==> src/assert_macros.svh <==
// assertion helpers shared by the rtl
`ifndef ASSERT_MACROS_SVH
`define ASSERT_MACROS_SVH

// checked on every edge outside reset
`define BHA_ASSERT(lbl, prop, msg) \
  lbl: assert property (@(posedge clk_i) disable iff (!rst_ni) prop) else $error(msg);

// checked on every edge, reset included
`define BHA_ASSERT_ALWAYS(lbl, prop, msg) \
  lbl: assert property (@(posedge clk_i) prop) else $error(msg);

`endif

==> src/bha_pkg.sv <==
package bha_pkg;

  localparam int unsigned SLOT_COUNT = 1024;
  localparam int unsigned WORD_BITS  = 64;
  localparam int unsigned WORD_COUNT = (SLOT_COUNT + WORD_BITS - 1) / WORD_BITS;
  localparam int unsigned IDX_W      = $clog2(SLOT_COUNT);
  localparam int unsigned CNT_W      = $clog2(SLOT_COUNT + 1);
  localparam int unsigned BIT_W      = $clog2(WORD_BITS);
  localparam int unsigned WIDX_W     = $clog2(WORD_COUNT);
  localparam int unsigned GEN_W      = 8;
  localparam int unsigned CFG_AW     = 3;
  localparam int unsigned CFG_DW     = 32;

  localparam logic [GEN_W-1:0] GEN_WRAP      = 8'd255;
  localparam logic [GEN_W-1:0] GEN_FIRST     = 8'd1;
  localparam logic [CNT_W-1:0] MAX_ENT_RESET = CNT_W'(SLOT_COUNT);

  typedef enum logic [1:0] {
    OP_ALLOC = 2'd0,
    OP_FREE  = 2'd1,
    OP_QUERY = 2'd2,
    OP_GET   = 2'd3
  } op_e;

  typedef enum logic [1:0] {
    STATUS_OK   = 2'd0,
    STATUS_FULL = 2'd1,
    STATUS_BAD  = 2'd2
  } status_e;

  typedef enum logic [2:0] {
    ST_CLEAR,
    ST_IDLE,
    ST_SCAN,
    ST_ALLOC,
    ST_CHECK,
    ST_RESP
  } state_e;

  // register index, taken from paddr above the byte offset
  typedef enum logic {
    REG_MAX_ENTITIES = 1'b0
  } reg_e;

  typedef struct packed {
    op_e              op;
    logic [IDX_W-1:0] slot_index;
  } req_t;

  typedef struct packed {
    logic [IDX_W-1:0] handle_index;
    logic [GEN_W-1:0] generation;
    logic             is_live;
    status_e          status;
    logic [CNT_W-1:0] live_total;
  } rsp_t;

  typedef struct packed {
    logic                 we;
    logic [WIDX_W-1:0]    waddr;
    logic [WORD_BITS-1:0] wdata;
    logic [WIDX_W-1:0]    raddr;
  } occ_req_t;

  typedef struct packed {
    logic             we;
    logic [IDX_W-1:0] waddr;
    logic [GEN_W-1:0] wdata;
    logic [IDX_W-1:0] raddr;
  } gen_req_t;

  typedef struct packed {
    logic             found;
    logic [BIT_W-1:0] pos;
  } find_t;

  // lowest bit that is clear in word and set in mask
  function automatic find_t find_free(logic [WORD_BITS-1:0] word,
                                      logic [WORD_BITS-1:0] mask);
    find_t res;
    res = '0;
    for (int i = WORD_BITS - 1; i >= 0; i--) begin
      if (mask[i] && !word[i]) begin
        res.found = 1'b1;
        res.pos   = BIT_W'(i);
      end
    end
    return res;
  endfunction

endpackage

==> src/bha_cfg.sv <==
module bha_cfg (
  input  logic                       clk_i,
  input  logic                       rst_ni,
  input  logic                       psel,
  input  logic                       penable,
  input  logic                       pwrite,
  input  logic [bha_pkg::CFG_AW-1:0] paddr,
  input  logic [bha_pkg::CFG_DW-1:0] pwdata,
  output logic [bha_pkg::CFG_DW-1:0] prdata,
  output logic                       pready,
  output logic [bha_pkg::CNT_W-1:0]  limit_o
);

  import bha_pkg::*;

  logic [CNT_W-1:0] max_ent_q;
  logic [CNT_W-1:0] max_ent_d;
  logic             hit;

  assign hit = (paddr[CFG_AW-1:2] == REG_MAX_ENTITIES);

  always_comb begin
    max_ent_d = max_ent_q;
    if (psel && penable && pwrite && hit) begin
      max_ent_d = pwdata[CNT_W-1:0];
    end
  end

  always_ff @(posedge clk_i or negedge rst_ni) begin
    if (!rst_ni) begin
      max_ent_q <= MAX_ENT_RESET;
    end else begin
      max_ent_q <= max_ent_d;
    end
  end

  assign prdata  = hit ? CFG_DW'(max_ent_q) : '0;
  assign pready  = 1'b1;
  // limit capped at the slot count
  assign limit_o = (max_ent_q > CNT_W'(SLOT_COUNT)) ? CNT_W'(SLOT_COUNT) : max_ent_q;

endmodule

==> config.mk <==
export PLATFORM = sky130hd
export DESIGN_NAME = bha_cfg
export DESIGN_NICKNAME = d
export VERILOG_FILES = /design/src/assert_macros.svh /design/src/bha_pkg.sv /design/src/bha_cfg.sv
export SDC_FILE = /design/constraint.sdc
export NUM_CORES = 1
export LEC_CHECK = 0
export ABC_AREA = 1
export BUFFER_PORTS_ARGS = -buffer_cell sky130_fd_sc_hd__buf_2
export CAP_MARGIN = 30
export CORE_MARGIN = 2
export CORE_UTILIZATION = 30
export DETAILED_ROUTE_END_ITERATION = 8
export PLACE_DENSITY = 0.84
export REMOVE_ABC_BUFFERS = 1
export SLEW_MARGIN = 30
export SYNTH_ARGS = -nofsm -noshare
export SYNTH_HDL_FRONTEND = slang
export SYNTH_SLANG_ARGS = --single-unit
==> constraint.sdc <==
create_clock -name clk_i -period 0.85 [get_ports clk_i]
set_input_delay 0.0425 -clock clk_i [delete_from_list [all_inputs] [get_ports clk_i]]
set_output_delay 0.0425 -clock clk_i [all_outputs]
set_load 0.01 [all_outputs]
==> results of run 1 <==
routing by layer:
metal	vias to the layer above	share of wire [%]	GRT usage [%]
li1	365	-	-
met1	317	41	13.1
met2	31	51	18.9
met3	2	6.5	1.37
met4	0	1.7	8.75
met5	-	0	0
area by class of cell:
class | instances | area share, %
inverters | 12 | 4.84
well taps | 30 | 3.46
multi-input cells | 74 | 32.1
clock buffers | 4 | 2.42
repair buffers | 52 | 31.7
flip-flops and latches | 11 | 25.5
power by group through the flow:
stage	sequential, W	combinational, W	clock (W)
2_1_floorplan	0.000677	0.000367	0
3_3_place_gp	0.000678	0.000681	0
3_5_place_dp	0.000682	0.000692	0
4_1_cts	0.000686	0.000842	0.000353
5_1_grt	0.000698	0.00103	0.000403
6_report	0.000691	0.000931	0.000354
synthesized netlist by cell type:
master and number:
conb_1 2, a21oi_1 10, buf_2 1, a21oi_2 1
inv_1 11, nand3_1 2, nand4_4 1, dfstp_2 1
buf_4 22, inv_2 1, nor2_2 1, dfrtp_1 10
clkbuf_1 1, buf_6 2, nor2_1 37
how the worst max path moves through the flow:
| stage | end | slack, ps | cells past startpoint |
|---|---|---|---|
| 4_1_cts | limit_o[8] | -520 | 6 |
| 6_report | limit_o[8] | -520 | 6 |
| 3_5_place_dp | limit_o[8] | -370 | 4 |
| 2_1_floorplan | limit_o[0] | -170 | 3 |
| 5_1_grt | limit_o[8] | -670 | 6 |
| 3_3_place_gp | limit_o[2] | -340 | 4 |
what timing repair did:
action                     4_1_cts  5_1_grt
setup endpoints to repair       23       24
buffers inserted                 5        5
pin swaps                        4        5
hold endpoints to repair        11        0
resized for setup               24       13
hold buffers                     1        0
worst register-to-register path: stages (launching register included):
cell	delay (ps)
dfstp_2	540
inv_2	50
buf_6	120
buf_6	100
a21oi_2	100
per-stage QoR:
stage	setup slack (ps)	instances
2_1_floorplan	-172	97
3_3_place_gp	-342	171
3_5_place_dp	-366	171
4_1_cts	-523	180
5_1_grt	-668	183
6_report	-521	183
cells by family after synthesis:
group                  count (synthesis)  share of synthesized area (%)
buffers and inverters                 38                           31.7
flip-flops                            11                           36.3
AO/OA/AOI/OAI                         11                           7.73
AND/OR/NAND/NOR                       41                           23.2
other                                  2                          0.987
==> reports/metrics.cfg, run 1 <==
[run_status]
status = finished, violations left
violations = setup timing

[layout]
multi_input_area_um2 = 348
syn_to_final_growth_pct = 42.6
regArea_um2 = 277
final_common_cell = buf_2
largest_reg_flops = 11
drive_gt1_share_pct = 50.3
fill_cells = 254
final_area_um2 = 1080
top_regs = max_ent_q: 11 flops
top_register = max_ent_q
finalNetCount = 194
mostFrequentLayoutCells = buf_2 (36), nor2_1 (32), conb_1 (22), buf_6 (11), dfrtp_1 (10)
final_util_pct = 44.6
diodes = 0

[clock_network]
cts_tree = built
h-tree-depth = 1
numCtsBuffers = 3
worst_skew_pair.late_latency_ps = 260
path_clk_slew_ps = 70
cts_buffer_depth = 2
cts-root-buf = clkbuf_4
cts.sinks = 11

[placement]
place.gp.congestion = 0.752
hpwl_mm = 1.22
dpl-instance-area_um2 = 912
io_buffers = 38

[setup_path]
arrival_ps = 1330
critPathLaunch = max_ent_q[2]
critPathTopFamily = simple AND/OR/NAND/NOR gates
crit_buf_inv = 1
slowest_stage = dfrtp_1
slowest_delay_ps = 390
r2r_cells = 4
timing.rr.start = max_ent_q[10]
critPathKind = flop to output port
cp_cell_sequence = nor2_1 -> nand3_1 -> nor2_2 -> nor2_4 -> nor2_1 -> buf_2
reg2reg_slack_ps = -130
crit_fanout = 10
critPathLaunchType = flop
cp-end-kind = output port
crit_top_cell = nor2_1
crit_required_ps = 810
reg2reg_to = max_ent_q[10]

[synth]
synth.top_cells.by_area = dfrtp_1 (33%), buf_4 (22%), nor2_1 (18%)
netlist_area_um2 = 761
synth_top_area_share_pct = 32.9
synth.distinct_cells = 15
ys_ff_latch = 11
synth.largest_area_cell = dfrtp_1
syn_avg_cell_area_um2 = 7.39
syn_inst = 103
yosys_warnings = 0
ys_seq_area_share_pct = 36.3

[die]
die-area_um2 = 2950
die_h_um = 54.4
ios = 84
initial_core_util_pct = 31.3
die_w_um = 54.4
fp-row-count = 18
core_um2 = 2430

[sta]
finalSetupTns_ps = -7170
report.final.slew_viol_count = 0
hold_viol = 0
fmax_mhz = 729
fin_worst_skew_ps = 0
setup_viol = 23
post-route-min-period_ps = 1370
setup_slack_ps = -521
hold_ws_ps = 15.5
rsz0062_at_grt = true
fin_crit_sh_pct = 161

[hold_path]
hold_path.class = input port to flop
holdCritStartpoint = pwdata[5]
whs_endpoint = max_ent_q[5]
hold_depth = 3

[power_and_ir_drop]
clkPwrFrac_pct = 17.9
switchingPower_w = 0.000718
p_leak_nw = 0.617
seqPwrFrac_pct = 35.0
p_int_w = 0.00126
ir_worst_vdd_v = 0.000614
p_sw_share_pct = 36.3
power_frac_comb_pct = 47.1
finalPower_w = 0.00198
p_per_area_nw_per_um2 = 1820

[routing]
ant_nets = 0
wire_per_inst_um = 9.38
drc = 0
vias = 715
first_pass_iters = 4
first_iter_violations = 6
via_per_inst = 3.91
wirelength_mm = 1.72

[global_routing]
grt_first_pass_wirelength_mm = 2.29
grt_usage_pct = 11.3
antenna_found_initial = 0
grt_pass1_vias = 546
grt-ovfl-total = 0
grt_max_degree = 23

[run]
drv_cap = 0

Power figures use the tool's default switching activity.
==> run 2: changes to the inputs <==
--- a/config.mk
+++ b/config.mk
@@ -5,13 +5,13 @@
 export SDC_FILE = /design/constraint.sdc
 export NUM_CORES = 1
 export LEC_CHECK = 0
-export ABC_AREA = 1
+export ABC_AREA = 0
 export BUFFER_PORTS_ARGS = -buffer_cell sky130_fd_sc_hd__buf_2
 export CAP_MARGIN = 30
 export CORE_MARGIN = 2
-export CORE_UTILIZATION = 30
+export CORE_UTILIZATION = 31
 export DETAILED_ROUTE_END_ITERATION = 8
-export PLACE_DENSITY = 0.84
+export PLACE_DENSITY = 0.85
 export REMOVE_ABC_BUFFERS = 1
 export SLEW_MARGIN = 30
 export SYNTH_ARGS = -nofsm -noshare
==> run 2 against run 1 <==
Net effect: the run still ends with setup timing left; sequential power increased by 8.4%; die area increased by 0.41%; power increased by 11%; worst setup slack improved by 180 ps.
==> reports/metrics.cfg, run 2 <==
[run_status]
status = finished, violations left
violations = setup timing

[setup_path]
cp-end-kind = output port
crit_required_ps = 810
crit_fanout = 6
arrival_ps = 1150
timing.rr.start = max_ent_q[3]
critPathLaunch = max_ent_q[10]
critPathLaunchType = flop
critPathKind = flop to output port

[synth]
yosysMostFrequentCell = buf_4
synthArstFlopShare_pct = 100
ys.flop_type = dfrtp_1
netlist_area_um2 = 790
synth-edff-count = 0
synth_top_area_share_pct = 31.7
synth.distinct_cells = 11
synth.largest_area_cell = dfrtp_1
syn_avg_cell_area_um2 = 11.0
synth.top_cells.by_area = dfrtp_1 (32%), buf_4 (21%), mux2_4 (19%)
ys_ff_latch = 11
ys_seq_area_share_pct = 35.0
synthTopCellsByCount = buf_4 (22), nor2b_1 (20), dfrtp_1 (10), mux2_4 (10), clkbuf_1 (3)
yosys_warnings = 0
syn_inst = 72

[die]
die_h_um = 54.5
die_w_um = 54.5
core_um2 = 2450
initial_core_util_pct = 32.2
die-area_um2 = 2970
ios = 84
fp-row-count = 18

[sta]
hold_viol = 0
report.final.slew_viol_count = 0
post-route-min-period_ps = 1200
fmax_mhz = 836
fin_crit_sh_pct = 141
setup_viol = 33
setup_slack_ps = -346
rsz0062_at_grt = true
fin_worst_skew_ps = 0

[clock_network]
h-tree-depth = 1
cts-root-buf = clkbuf_4
cts_buffer_depth = 2
cts_tree = built
numCtsBuffers = 3
path_clk_slew_ps = 70
cts.sinks = 11
worst_skew_pair.late_latency_ps = 270

[layout]
top_regs = max_ent_q: 11 flops
diodes = 0
stdcell_count = 160
top_register = max_ent_q
final_common_cell = buf_2
drive_gt1_share_pct = 55.4
mostFrequentLayoutCells = buf_2 (36), conb_1 (22), nor2b_1 (18), buf_6 (11)
largest_reg_flops = 11
syn_to_final_growth_pct = 48.5
finalNetCount = 171

[hold_path]
holdCritStartpoint = pwdata[1]
hold_path.class = input port to flop

[global_routing]
grt_max_degree = 12
grt_usage_pct = 12.0
grt-ovfl-total = 0
grt_pass1_vias = 598
grt_first_pass_wirelength_mm = 2.44
antenna_found_initial = 0

[power_and_ir_drop]
p_per_area_nw_per_um2 = 1860
ir_worst_vdd_v = 0.000732
p_leak_nw = 0.675

[run]
drv_cap = 0

[routing]
drc = 0
first_pass_iters = 1
wire_per_inst_um = 10.5
vias = 618
first_iter_violations = 0
ant_nets = 0
wirelength_mm = 1.68
via_per_inst = 3.86

[placement]
dpl_worst_slack_ps = -159
dp_cells = 135
hpwl_mm = 1.26
place.gp.congestion = 0.665
io_buffers = 38

==> run 2: changes by cell type in the layout (fill, tap and decap cells not counted), sizes merged <==
cell | before | now
mux2 | 0 | 11
nand3 | 2 | 0
nand4b | 0 | 1
nor2 | 38 | 0
dlygate4sd3 | 1 | 6
a21oi | 11 | 0
nand4 | 1 | 0
inv | 12 | 0
buf | 51 | 54
nor2b | 0 | 20
and2b | 0 | 1
==> run 2: what timing repair did <==
item	CTS	global route
setup endpoints to repair	23	33
hold buffers	5	1
buffers inserted	14	1
resized for setup	0	14
hold endpoints to repair	15	1
==> run 2: final cells by class <==
class                      count  area, um^2
fill                         240        1280
timing repair buffer          60         417
multi-input combinational     55         415
sequential                    11         277
tap                           30        37.5
clock buffer                   4        26.3
==> run 2: cells by family after synthesis <==
family | after synthesis | share of synthesized area (%)
multiplexers | 11 | 20.4
buffers and inverters | 26 | 23.8
other | 2 | 0.951
flip-flops | 11 | 35.0
AND/OR/NAND/NOR | 22 | 19.8
==> run 2: path summary, 6_finish.rpt <==
kind                                 end  slack [ps]  depth (start not counted)
min in group asynchronous   max_ent_q[6]         170                          2
min reg2reg                 max_ent_q[1]         620                          2
min                         max_ent_q[1]           4                          2
max                           limit_o[8]        -350                          3
max reg2reg                 max_ent_q[3]        -140                          3
max in group asynchronous  max_ent_q[10]         420                          2
==> run 2: metal layers <==
layer,share of wire [%],up-vias,global-route usage (%)
li1,-,297,-
met4,1.0,0,6.25
met2,55,35,22.9
met5,0,-,0
met1,36,284,11.7
met3,7.8,2,2.73
==> run 2: worst max-delay path, cell delays in order (launching register included) <==
cell     delay (ps)
dfstp_2         580
buf_4           130
nor2b_1          40
buf_2           130
==> run 2: report_power, final <==
group | switching (W) | internal, W
combinational | 0.000393 | 0.000680
clock | 0.000180 | 0.000182
sequential | 0.000101 | 0.000648
total | 0.000674 | 0.00151
==> run 2: metrics by stage <==
| step | cell area, um^2 | setup TNS (ps) | power, W | hold slack, ps | util, % |
|---|---|---|---|---|---|
| finish | 1170 | -5480 | 0.00218 | 3.95 | 47.8 |
| global route | 1170 | -6820 | 0.00234 | 2.56 | 47.8 |
| CTS | 1090 | -5430 | 0.00207 | 0.124 | 44.5 |
| detailed placement | 912 | -2310 | 0.00148 | -79.3 | 37.2 |
| global placement | 912 | -1720 | 0.00145 | -86.2 | 37.2 |
| floorplan | 677 | -61.1 | 0.00118 | -253 | - |
