==> src/assert_macros.svh <==
// assertion helpers shared by the rtl
`ifndef ASSERT_MACROS_SVH
`define ASSERT_MACROS_SVH

// checked on every edge outside reset
`define BHA_ASSERT(lbl, prop, msg) \
  lbl: assert property (@(posedge clk_i) disable iff (!rst_ni) prop) else $error(msg);

// checked on every edge, reset included
`define BHA_ASSERT_ALWAYS(lbl, prop, msg) \
  lbl: assert property (@(posedge clk_i) prop) else $error(msg);

`endif

==> src/bha_ram.sv <==
module bha_ram #(
  parameter int unsigned WIDTH = 8,
  parameter int unsigned DEPTH = 16,
  parameter int unsigned ADDR_W = $clog2(DEPTH)
) (
  input  logic              clk_i,
  input  logic              we_i,
  input  logic [ADDR_W-1:0] waddr_i,
  input  logic [WIDTH-1:0]  wdata_i,
  input  logic [ADDR_W-1:0] raddr_i,
  output logic [WIDTH-1:0]  rdata_o
);

  logic [WIDTH-1:0] mem [DEPTH];
  logic [WIDTH-1:0] rdata_q;

  always_ff @(posedge clk_i) begin
    if (we_i) begin
      mem[waddr_i] <= wdata_i;
    end
    rdata_q <= mem[raddr_i];
  end

  assign rdata_o = rdata_q;

endmodule

==> config.mk <==
export PLATFORM = sky130hd
export DESIGN_NAME = bha_ram
export DESIGN_NICKNAME = d
export VERILOG_FILES = /design/src/assert_macros.svh /design/src/bha_ram.sv
export SDC_FILE = /design/constraint.sdc
export NUM_CORES = 1
export LEC_CHECK = 0
export BUFFER_PORTS_ARGS = -buffer_cell sky130_fd_sc_hd__buf_2
export CAP_MARGIN = 30
export CORE_AREA = 8 8 111 113
export DETAILED_ROUTE_END_ITERATION = 7
export DIE_AREA = 0 0 119 121
export PLACE_DENSITY = 0.66
export SETUP_SLACK_MARGIN = 0.3
export SYNTH_ARGS = -nofsm -noshare
export SYNTH_HDL_FRONTEND = slang
export SYNTH_SLANG_ARGS = --single-unit
==> constraint.sdc <==
create_clock -name clk_i -period 2.6 [get_ports clk_i]
set_input_delay 0.65 -clock clk_i [delete_from_list [all_inputs] [get_ports clk_i]]
set_output_delay 0.65 -clock clk_i [all_outputs]
set_load 0.005 [all_outputs]
==> results.py, run 1 <==
metrics = {
    "global_routing": {
        "grt_pass1_vias": 2436,
        "grt_overflow_total": 0,
        "grt.total_usage": 0.137,
        "grt_max_degree": 33,
        "antenna_found_initial": 0,
        "grt_pass1_wl_um": 14500,
    },
    "power": {
        "clkPwrFrac": 0.421,
        "intPower_mw": 3.70,
        "p_seq_frac": 0.531,
        "leakage_nw": 2.05,
        "switching_share": 0.203,
        "p_switching_uw": 944,
        "pwr-share-comb": 0.048,
        "powerDensity_mw_per_mm2": 770,
        "peakVddDrop_v": 0.000371,
    },
    "critical_path": {
        "path_max_fanout": 1,
        "crit_start": "rdata_o[7]$_DFF_P_",
        "worstSetupEndpointType": "primary output",
        "r2r_end": "rdata_o[1]$_DFF_P_",
        "path_delay_family": "flip-flops",
        "arrival_ns": 1.00,
        "slowest_stage": "dfxtp_1",
        "slowest_delay_ns": 0.36,
        "startpoint_type": "register",
        "crit-reg2reg-launch": "mem[1][1]$_DFFE_PP_",
        "crit_path_cell_trace": "buf_2",
        "cp_num_cells": 1,
        "reg2reg_depth": 3,
        "ff2ff_setup_slack_ns": 1.27,
        "worstPathRequired_ns": 1.95,
        "crit_buf_inv": 1,
        "crit_type": "reg -> out",
    },
    "logic_synthesis": {
        "synth.most_common_cell": "edfxtp_1",
        "synth_area_per_cell_um2": 22.5,
        "synth_area_leaders": "edfxtp_1 (75%), mux4_2 (7.9%), mux4_1 (7.1%)",
        "async_reset_ff_frac": 0,
        "synth_edf_count": 128,
        "synth-seq-cells": 136,
        "synth_area_mm2": 0.00515,
        "synth.top_cell.area_share": 0.747,
        "netlist_instances": 229,
        "synth_top_area_cell": "edfxtp_1",
        "syn_nets": 247,
        "yosys_warnings": 0,
        "ys_top_cells_by_count": "edfxtp_1 (128), mux4_2 (18), a22oi_1 (16)",
        "synth.distinct_cells": 19,
        "ys_seq_area_frac": 0.778,
        "synth_ff_type": "edfxtp_1",
    },
    "drt": {
        "wirelength_um": 9220,
        "vias": 2397,
        "first_iter_violations": 257,
        "viasPerCell": 5.49,
        "dr.pass1.iters": 4,
        "drc": 0,
        "wl_per_cell_um": 21.1,
        "ant_nets": 0,
    },
    "min_path": {
        "hold_start": "wdata_i[3]",
        "hp-class": "in -> reg",
        "holdPathStages": 1,
        "worstHoldEndpoint": "mem[5][3]$_DFFE_PP_",
    },
    "die": {
        "die_h_um": 121,
        "dieArea_mm2": 0.0144,
        "num_rows": 38,
        "core-area_mm2": 0.0106,
        "fp.dieW_um": 119,
        "start_util": 0.485,
        "ios": 26,
    },
    "timing": {
        "slew_headroom": 0.587,
        "tns_ns": 0,
        "slew_violations": 0,
        "tightest_slew_ns": 0.617,
        "layout_min_cycle_time_ns": 1.65,
        "rsz0062_at_grt": "no",
        "fmax_mhz": 607,
        "fin_ws_ns": 0.953,
        "fin_skew_ns": 0.00457,
        "finalSetupViolations": 0,
        "fin_crit_sh": 0.634,
        "hold_viol_final": 0,
    },
    "layout": {
        "diodes": 0,
        "layout-drive-gt1-share": 0.303,
        "n_fill_cell": 777,
        "nets": 302,
        "syn_to_final_growth_pct": 17.2,
        "final_area_mm2": 0.00603,
    },
    "placement": {
        "gp_congestion": 0.743,
        "pre_cts_slack_ns": 0.497,
        "placed_cell_area_mm2": 0.00554,
        "dp_hpwl_um": 6020,
        "port_buffers": 25,
    },
    "cts": {
        "clkSlewWorstSetupHoldPaths_ns": 0.06,
        "insertion_delay_ns": 0.51,
        "cts_made_buffers": 17,
        "post_cts_buffers": 0,
        "cts_root_buffer": "clkbuf_8",
        "cts_tree": "done",
        "cts_hold_buf": 0,
        "clock_path_buffers": 2,
        "cts_sinks": 136,
        "htreeDepth": 4,
        "cts.repair.resized": 0,
    },
    "status": {
        "status": "finished clean",
    },
    "job": {
        "maxCapViolations": 0,
    },
}
## layer usage
metal	vias up	share of wire	global-route usage
li1	1083	-	-
met1	1238	0.45	0.178
met2	64	0.49	0.217
met3	12	0.043	0.0316
met4	0	0.016	0.0617
met5	-	0	0
## power groups by stage
stage / registers [mW] / clock network (mW) / logic, mW
floorplan: 2.51 / 0 / 0.124
global placement: 2.51 / 0 / 0.220
detailed placement: 2.51 / 0 / 0.225
CTS: 2.47 / 1.99 / 0.226
global route: 2.47 / 2.08 / 0.243
finish: 2.46 / 1.96 / 0.222
## cell families after synthesis
logic type	Yosys count	synth area share
flops	136	0.778
mux	32	0.150
compound gates	16	0.0233
buf+inv	10	0.0168
simple gates	35	0.0318
## cell type report
cell class	instances	area, um^2	share of cell area
Sequential cell	136	4000	0.664
Multi-Input combinational cell	83	1060	0.175
Clock buffer	21	429	0.0711
Timing Repair Buffer	46	308	0.0510
Tap cell	140	175	0.0290
Clock inverter	11	58.8	0.00975
## metrics by stage
step                      std cells  hold slack [ns]  total power, mW   util
after floorplan                 229            0.629             2.63      -
after global placement          405            0.649             2.73  0.523
after detailed placement        405            0.655             2.74  0.523
after CTS                       437            0.508             4.68  0.569
after global routing            437            0.527             4.79  0.569
final                           437            0.527             4.64  0.569
## sequential cells by signal, indices dropped and copies added, names as in the netlist
name	count
rdata_o	8
mem	128
## layout by cell type (no fill, tap or decap), types with 4 or more instances in the layout
master	count
mux4_2	18
a22oi_1	16
nor3_1	4
clkbuf_16	16
dfxtp_1	8
clkinv_2	5
mux4_1	14
nor2_1	13
buf_4	19
clkbuf_1	4
edfxtp_1	128
buf_2	25
nand2_1	9
## worst max-delay path by stage
stage                          endpoint  slack (ns)
floorplan           mem[0][0]$_DFFE_PP_        0.46
global placement     rdata_o[1]$_DFF_P_        0.49
detailed placement   rdata_o[1]$_DFF_P_        0.50
CTS                          rdata_o[7]        0.91
global route                 rdata_o[7]        0.90
finish                       rdata_o[7]        0.95
(Power assumes the default switching activity.)
==> inputs of run 2 (changes only) <==
ABC_AREA = 1   (was unset)
CORE_AREA = 8 8 117 119   (was 8 8 111 113)
DIE_AREA = 0 0 125 127   (was 0 0 119 121)
clock period = 1.54 ns   (was 2.6 ns; I/O delays follow)
==> run 2 against run 1 <==
Sequential share of layout area is 8.2 points lower. Routed wire length rose by 38%. Global-route usage increased by 3.5 points. Power is 94% higher. Combinational power rose by 150%. Synthesized area grew 12%. Register-to-register slack got worse by 0.75 ns. Largest power group is now the clock network.
==> results.py, run 2 <==
metrics = {
    "cts": {
        "clock_path_buffers": 2,
        "cts_sinks": 136,
        "cts_made_buffers": 17,
        "htreeDepth": 4,
        "cts_root_buffer": "clkbuf_16",
        "clkSlewWorstSetupHoldPaths_ns": 0.05,
        "insertion_delay_ns": 0.41,
        "cts_tree": "done",
    },
    "timing": {
        "fin_crit_sh": 0.809,
        "fin_skew_ns": 0.00610,
        "tightest_slew_ns": 0.406,
        "slew_violations": 0,
        "fmax_mhz": 802,
        "tns_ns": 0,
        "finalSetupViolations": 0,
        "rsz0062_at_grt": "yes",
        "layout_min_cycle_time_ns": 1.25,
        "slew_headroom": 0.729,
        "hold_viol_final": 0,
    },
    "layout": {
        "final_area_mm2": 0.00690,
        "layout-drive-gt1-share": 0.163,
        "top_register": "mem",
        "nets": 619,
        "diodes": 0,
        "final_cell_mix": "nand2_1 (173), edfxtp_1 (128), inv_1 (100), nand3_1 (97), buf_4 (24)",
        "syn_to_final_growth_pct": 19.6,
        "largest_reg_flops": 128,
        "final_common_cell": "nand2_1",
        "n_fill_cell": 978,
    },
    "critical_path": {
        "worstSetupEndpointType": "primary output",
        "crit_type": "reg -> out",
        "arrival_ns": 0.86,
        "slowest_stage": "dfxtp_2",
        "path_max_fanout": 1,
        "path_delay_family": "flip-flops",
        "crit_buf_inv": 1,
        "slowest_delay_ns": 0.34,
        "startpoint_type": "register",
        "crit_path_cell_trace": "buf_2",
        "worstPathRequired_ns": 1.15,
    },
    "placement": {
        "port_buffers": 25,
        "dp_hpwl_um": 8270,
        "placed_cell_area_mm2": 0.00622,
        "gp_congestion": 0.855,
    },
    "die": {
        "core-area_mm2": 0.0118,
        "fp.dieW_um": 125,
        "die_h_um": 127,
        "num_rows": 40,
        "dieArea_mm2": 0.0159,
        "start_util": 0.488,
        "ios": 26,
    },
    "drt": {
        "viasPerCell": 5.10,
        "dr.pass1.iters": 5,
        "first_iter_violations": 510,
        "wl_per_cell_um": 16.8,
        "ant_nets": 0,
        "drc": 0,
        "vias": 3877,
        "wirelength_um": 12800,
    },
    "min_path": {
        "hp-class": "in -> reg",
    },
    "logic_synthesis": {
        "syn_nets": 569,
        "ys_top_cells_by_count": "nand2_1 (173), edfxtp_1 (128), inv_1 (100)",
        "synth_area_per_cell_um2": 10.5,
        "yosys_warnings": 0,
        "synth.top_cell.area_share": 0.667,
        "ys_seq_area_frac": 0.694,
        "synth.distinct_cells": 12,
        "synth_area_leaders": "edfxtp_1 (67%), nand2_1 (11%), nand3_1 (8.4%)",
        "async_reset_ff_frac": 0,
        "netlist_instances": 551,
        "synth_area_mm2": 0.00577,
        "synth_ff_type": "edfxtp_1",
        "synth_top_area_cell": "edfxtp_1",
        "synth-seq-cells": 136,
        "synth_edf_count": 128,
        "synth.most_common_cell": "nand2_1",
    },
    "power": {
        "powerDensity_mw_per_mm2": 1310,
        "leakage_nw": 3.01,
        "peakVddDrop_v": 0.000780,
        "total_power_mw": 9.01,
    },
    "global_routing": {
        "grt_overflow_total": 0,
        "grt_max_degree": 38,
        "grt.total_usage": 0.172,
        "grt_pass1_wl_um": 20700,
        "grt_pass1_vias": 3830,
        "antenna_found_initial": 0,
    },
    "job": {
        "maxCapViolations": 0,
    },
    "status": {
        "status": "finished clean",
    },
}
run 2: cell count changes after synthesis, sizes merged:
cell           before  now
inv                 0  102
a22oi              16    0
nand2b              2    0
buf                 7   24
nor2b               1    0
nor2               13   17
or3b                1    0
clkdlybuf4s25       3    0
nor3                4    0
nand2               9  173
and2b               1    0
mux4               32    0
and2                1    0
nand3               1   97
run 2: final timing paths:
kind | start | cells after the start | slack (ns) | to
setup / recovery | rdata_o[7]$_DFF_P_ | 1 | 0.29 | rdata_o[7]
hold / removal | raddr_i[3] | 3 | 0.32 | rdata_o[2]$_DFF_P_
setup reg to reg | mem[1][3]$_DFFE_PP_ | 6 | 0.52 | rdata_o[3]$_DFF_P_
hold reg to reg | mem[14][4]$_DFFE_PP_ | 6 | 0.68 | rdata_o[4]$_DFF_P_
run 2: metrics by stage:
| step | util | worst slack (ns) | instances | hold slack (ns) |
|---|---|---|---|---|
| floorplan | - | 0.204 | 551 | 0.484 |
| global placement | 0.527 | 0.0281 | 729 | 0.641 |
| detailed placement | 0.527 | 0.0596 | 729 | 0.647 |
| CTS | 0.581 | 0.285 | 760 | 0.310 |
| global route | 0.584 | 0.267 | 760 | 0.325 |
| finish | 0.584 | 0.294 | 760 | 0.320 |
run 2: power by group:
| part | switching, mW | internal, mW | total, mW |
|---|---|---|---|
| registers | 0.0321 | 4.14 | 4.18 |
| logic | 0.359 | 0.188 | 0.547 |
| clock network | 1.44 | 2.85 | 4.28 |
run 2: layer usage:
layer  vias up  part of all wire  GRT usage
met1      1839              0.45      0.227
met3        22             0.059     0.0391
li1       1877                 -          -
met2       139              0.47      0.272
met5         -                 0          0
met4         0             0.021     0.0630
run 2: cells by family after synthesis:
logic type / count (synthesis) / share of synthesized area
simple gates: 289 / 0.210
flops: 136 / 0.694
buf+inv: 126 / 0.0952
run 2: cell type report:
| cell class | count | area [um^2] | area share |
|---|---|---|---|
| Inverter | 102 | 383 | 0.0555 |
| Sequential cell | 136 | 4010 | 0.582 |
| Timing Repair Buffer | 55 | 457 | 0.0662 |
| Clock inverter | 14 | 206 | 0.0299 |
| Clock buffer | 17 | 425 | 0.0617 |
| Tap cell | 147 | 184 | 0.0267 |
| Multi-Input combinational cell | 289 | 1230 | 0.178 |
run 2: repair_timing:
| action | 4_1_cts | 5_1_grt |
|---|---|---|
| buffers inserted | 0 | 0 |
| resized for setup | 5 | 7 |
| setup endpoints to repair | 4 | 7 |
| hold buffers | 0 | 0 |
| cloned | 0 | 0 |
==> inputs of run 3 (changes only) <==
PLACE_DENSITY = 0.68   (was 0.66)
clock period = 1 ns   (was 1.54 ns; I/O delays follow)
==> run 3 against run 2 <==
The run now ends with setup timing left. Clock power rose by 52%. Via count rose by 2.9%. Largest cell class unchanged. Routed wire length rose by 7.8%. Highest routed layer unchanged. Global-route usage rose by 0.90 points. Register-to-register slack got worse by 0.49 ns. Core utilization rose by 5.3 points. Power rose by 56%. Final area rose by 9.0%. Die area did not move. Hold slack got worse by 0.11 ns. Clock skew rose by 0.0010 ns. Largest power group unchanged.
==> results.py, run 3 (synthesis gave the netlist of run 2 again) <==
metrics = {
    "status": {
        "status": "complete, but fails checks",
        "violations": "setup timing",
    },
    "cts": {
        "clkSlewWorstSetupHoldPaths_ns": 0.06,
        "htreeDepth": 4,
        "cts_tree": "done",
        "insertion_delay_ns": 0.41,
        "cts_made_buffers": 17,
        "cts_root_buffer": "clkbuf_16",
        "clock_path_buffers": 2,
        "cts_sinks": 136,
    },
    "power": {
        "powerDensity_mw_per_mm2": 1860,
        "peakVddDrop_v": 0.00106,
        "leakage_nw": 3.16,
        "total_power_mw": 14.0,
    },
    "layout": {
        "final_cell_mix": "nand2_1 (137), edfxtp_1 (128), inv_1 (94), nand3_2 (58), nand3_1 (38)",
        "final_util": 0.636,
        "syn_to_final_growth_pct": 30.4,
        "diodes": 0,
        "top_register": "mem",
        "nets": 616,
        "final_cells": 758,
        "final_common_cell": "nand2_1",
        "largest_reg_flops": 128,
        "layout-drive-gt1-share": 0.336,
    },
    "critical_path": {
        "crit_path_cell_trace": "buf_6",
        "path_max_fanout": 1,
        "crit_buf_inv": 1,
        "worstSetupEndpointType": "primary output",
        "worstPathRequired_ns": 0.75,
        "path_delay_family": "flip-flops",
        "slowest_stage": "dfxtp_2",
        "slowest_delay_ns": 0.32,
        "arrival_ns": 0.84,
        "crit_type": "reg -> out",
        "startpoint_type": "register",
    },
    "global_routing": {
        "grt_pass1_vias": 3952,
        "grt_overflow_total": 0,
        "antenna_found_initial": 0,
        "grt.total_usage": 0.181,
        "grt_pass1_wl_um": 21800,
        "grt_max_degree": 33,
    },
    "timing": {
        "hold_viol_final": 0,
        "slew_violations": 0,
        "tightest_slew_ns": 0.453,
        "slew_headroom": 0.698,
        "fin_ws_ns": -0.0929,
        "rsz0062_at_grt": "yes",
        "fin_skew_ns": 0.00713,
        "finalSetupViolations": 8,
        "layout_min_cycle_time_ns": 1.09,
        "fmax_mhz": 915,
        "fin_crit_sh": 1.09,
    },
    "die": {
        "die_h_um": 127,
        "core-area_mm2": 0.0118,
        "fp.dieW_um": 125,
        "ios": 26,
        "dieArea_mm2": 0.0159,
        "num_rows": 40,
        "start_util": 0.488,
    },
    "placement": {
        "gp_congestion": 0.880,
        "dpl.cell_count": 724,
        "dp_hpwl_um": 8280,
        "port_buffers": 25,
    },
    "job": {
        "maxCapViolations": 0,
    },
    "min_path": {
        "hp-class": "in -> reg",
    },
    "drt": {
        "drc": 0,
        "wirelength_um": 13700,
        "viasPerCell": 5.26,
        "dr.pass1.iters": 5,
        "ant_nets": 0,
        "vias": 3988,
        "first_iter_violations": 431,
        "wl_per_cell_um": 18.1,
    },
}
[run 3: cell count changes in the layout (fill, tap and decap cells not counted), sizes merged]
| cell | previous run | this run |
|---|---|---|
| clkbuf | 17 | 19 |
| inv | 102 | 103 |
| buf | 55 | 52 |
| bufinv | 5 | 4 |
| clkinvlp | 2 | 3 |
| clkinv | 7 | 5 |
[run 3: through the flow]
step                area [um^2]  TNS (ns)  setup WS [ns]  hold slack (ns)
floorplan                  6030     -7.91         -0.124            0.349
global placement           6380    -34.84         -0.327            0.626
detailed placement         6380    -37.52         -0.334            0.627
CTS                        7380    -0.747         -0.113            0.196
global route               7520    -0.871         -0.129            0.195
finish                     7520    -0.605        -0.0929            0.212
[run 3: layout make-up]
type / instances / area, um^2
fillers: 865 / 4290
flip-flops and latches: 136 / 4010
multi-input cells: 289 / 1770
repair buffers: 52 / 542
clock buffers: 19 / 443
inverters: 102 / 400
well taps: 147 / 184
clock inverters: 13 / 176
[run 3: routing by layer]
layer  share of wire  track usage
met1            0.40        0.225
met2            0.51        0.298
met3           0.065       0.0408
met4           0.024       0.0781
met5               0            0
[run 3: report_power, final]
part           internal [mW]  switching, mW  total, mW
clock network           4.22           2.27       6.49
logic                  0.400          0.718       1.12
registers               6.38         0.0372       6.41
[run 3: worst paths after layout]
kind | start | end | slack, ns | depth (start not counted)
worst max-delay path | rdata_o[5]$_DFF_P_ | rdata_o[5] | -0.09 | 1
worst min-delay path | wdata_i[5] | mem[6][5]$_DFFE_PP_ | 0.21 | 2
worst max register to register | mem[9][0]$_DFFE_PP_ | rdata_o[0]$_DFF_P_ | 0.03 | 6
worst min register to register | mem[14][5]$_DFFE_PP_ | rdata_o[5]$_DFF_P_ | 0.68 | 6
[run 3: repair_timing]
item	in CTS	in global routing
setup endpoints to repair	144	144
pin swaps	48	25
gates resized for setup	85	31
hold buffers	0	0
setup buffers	1	1
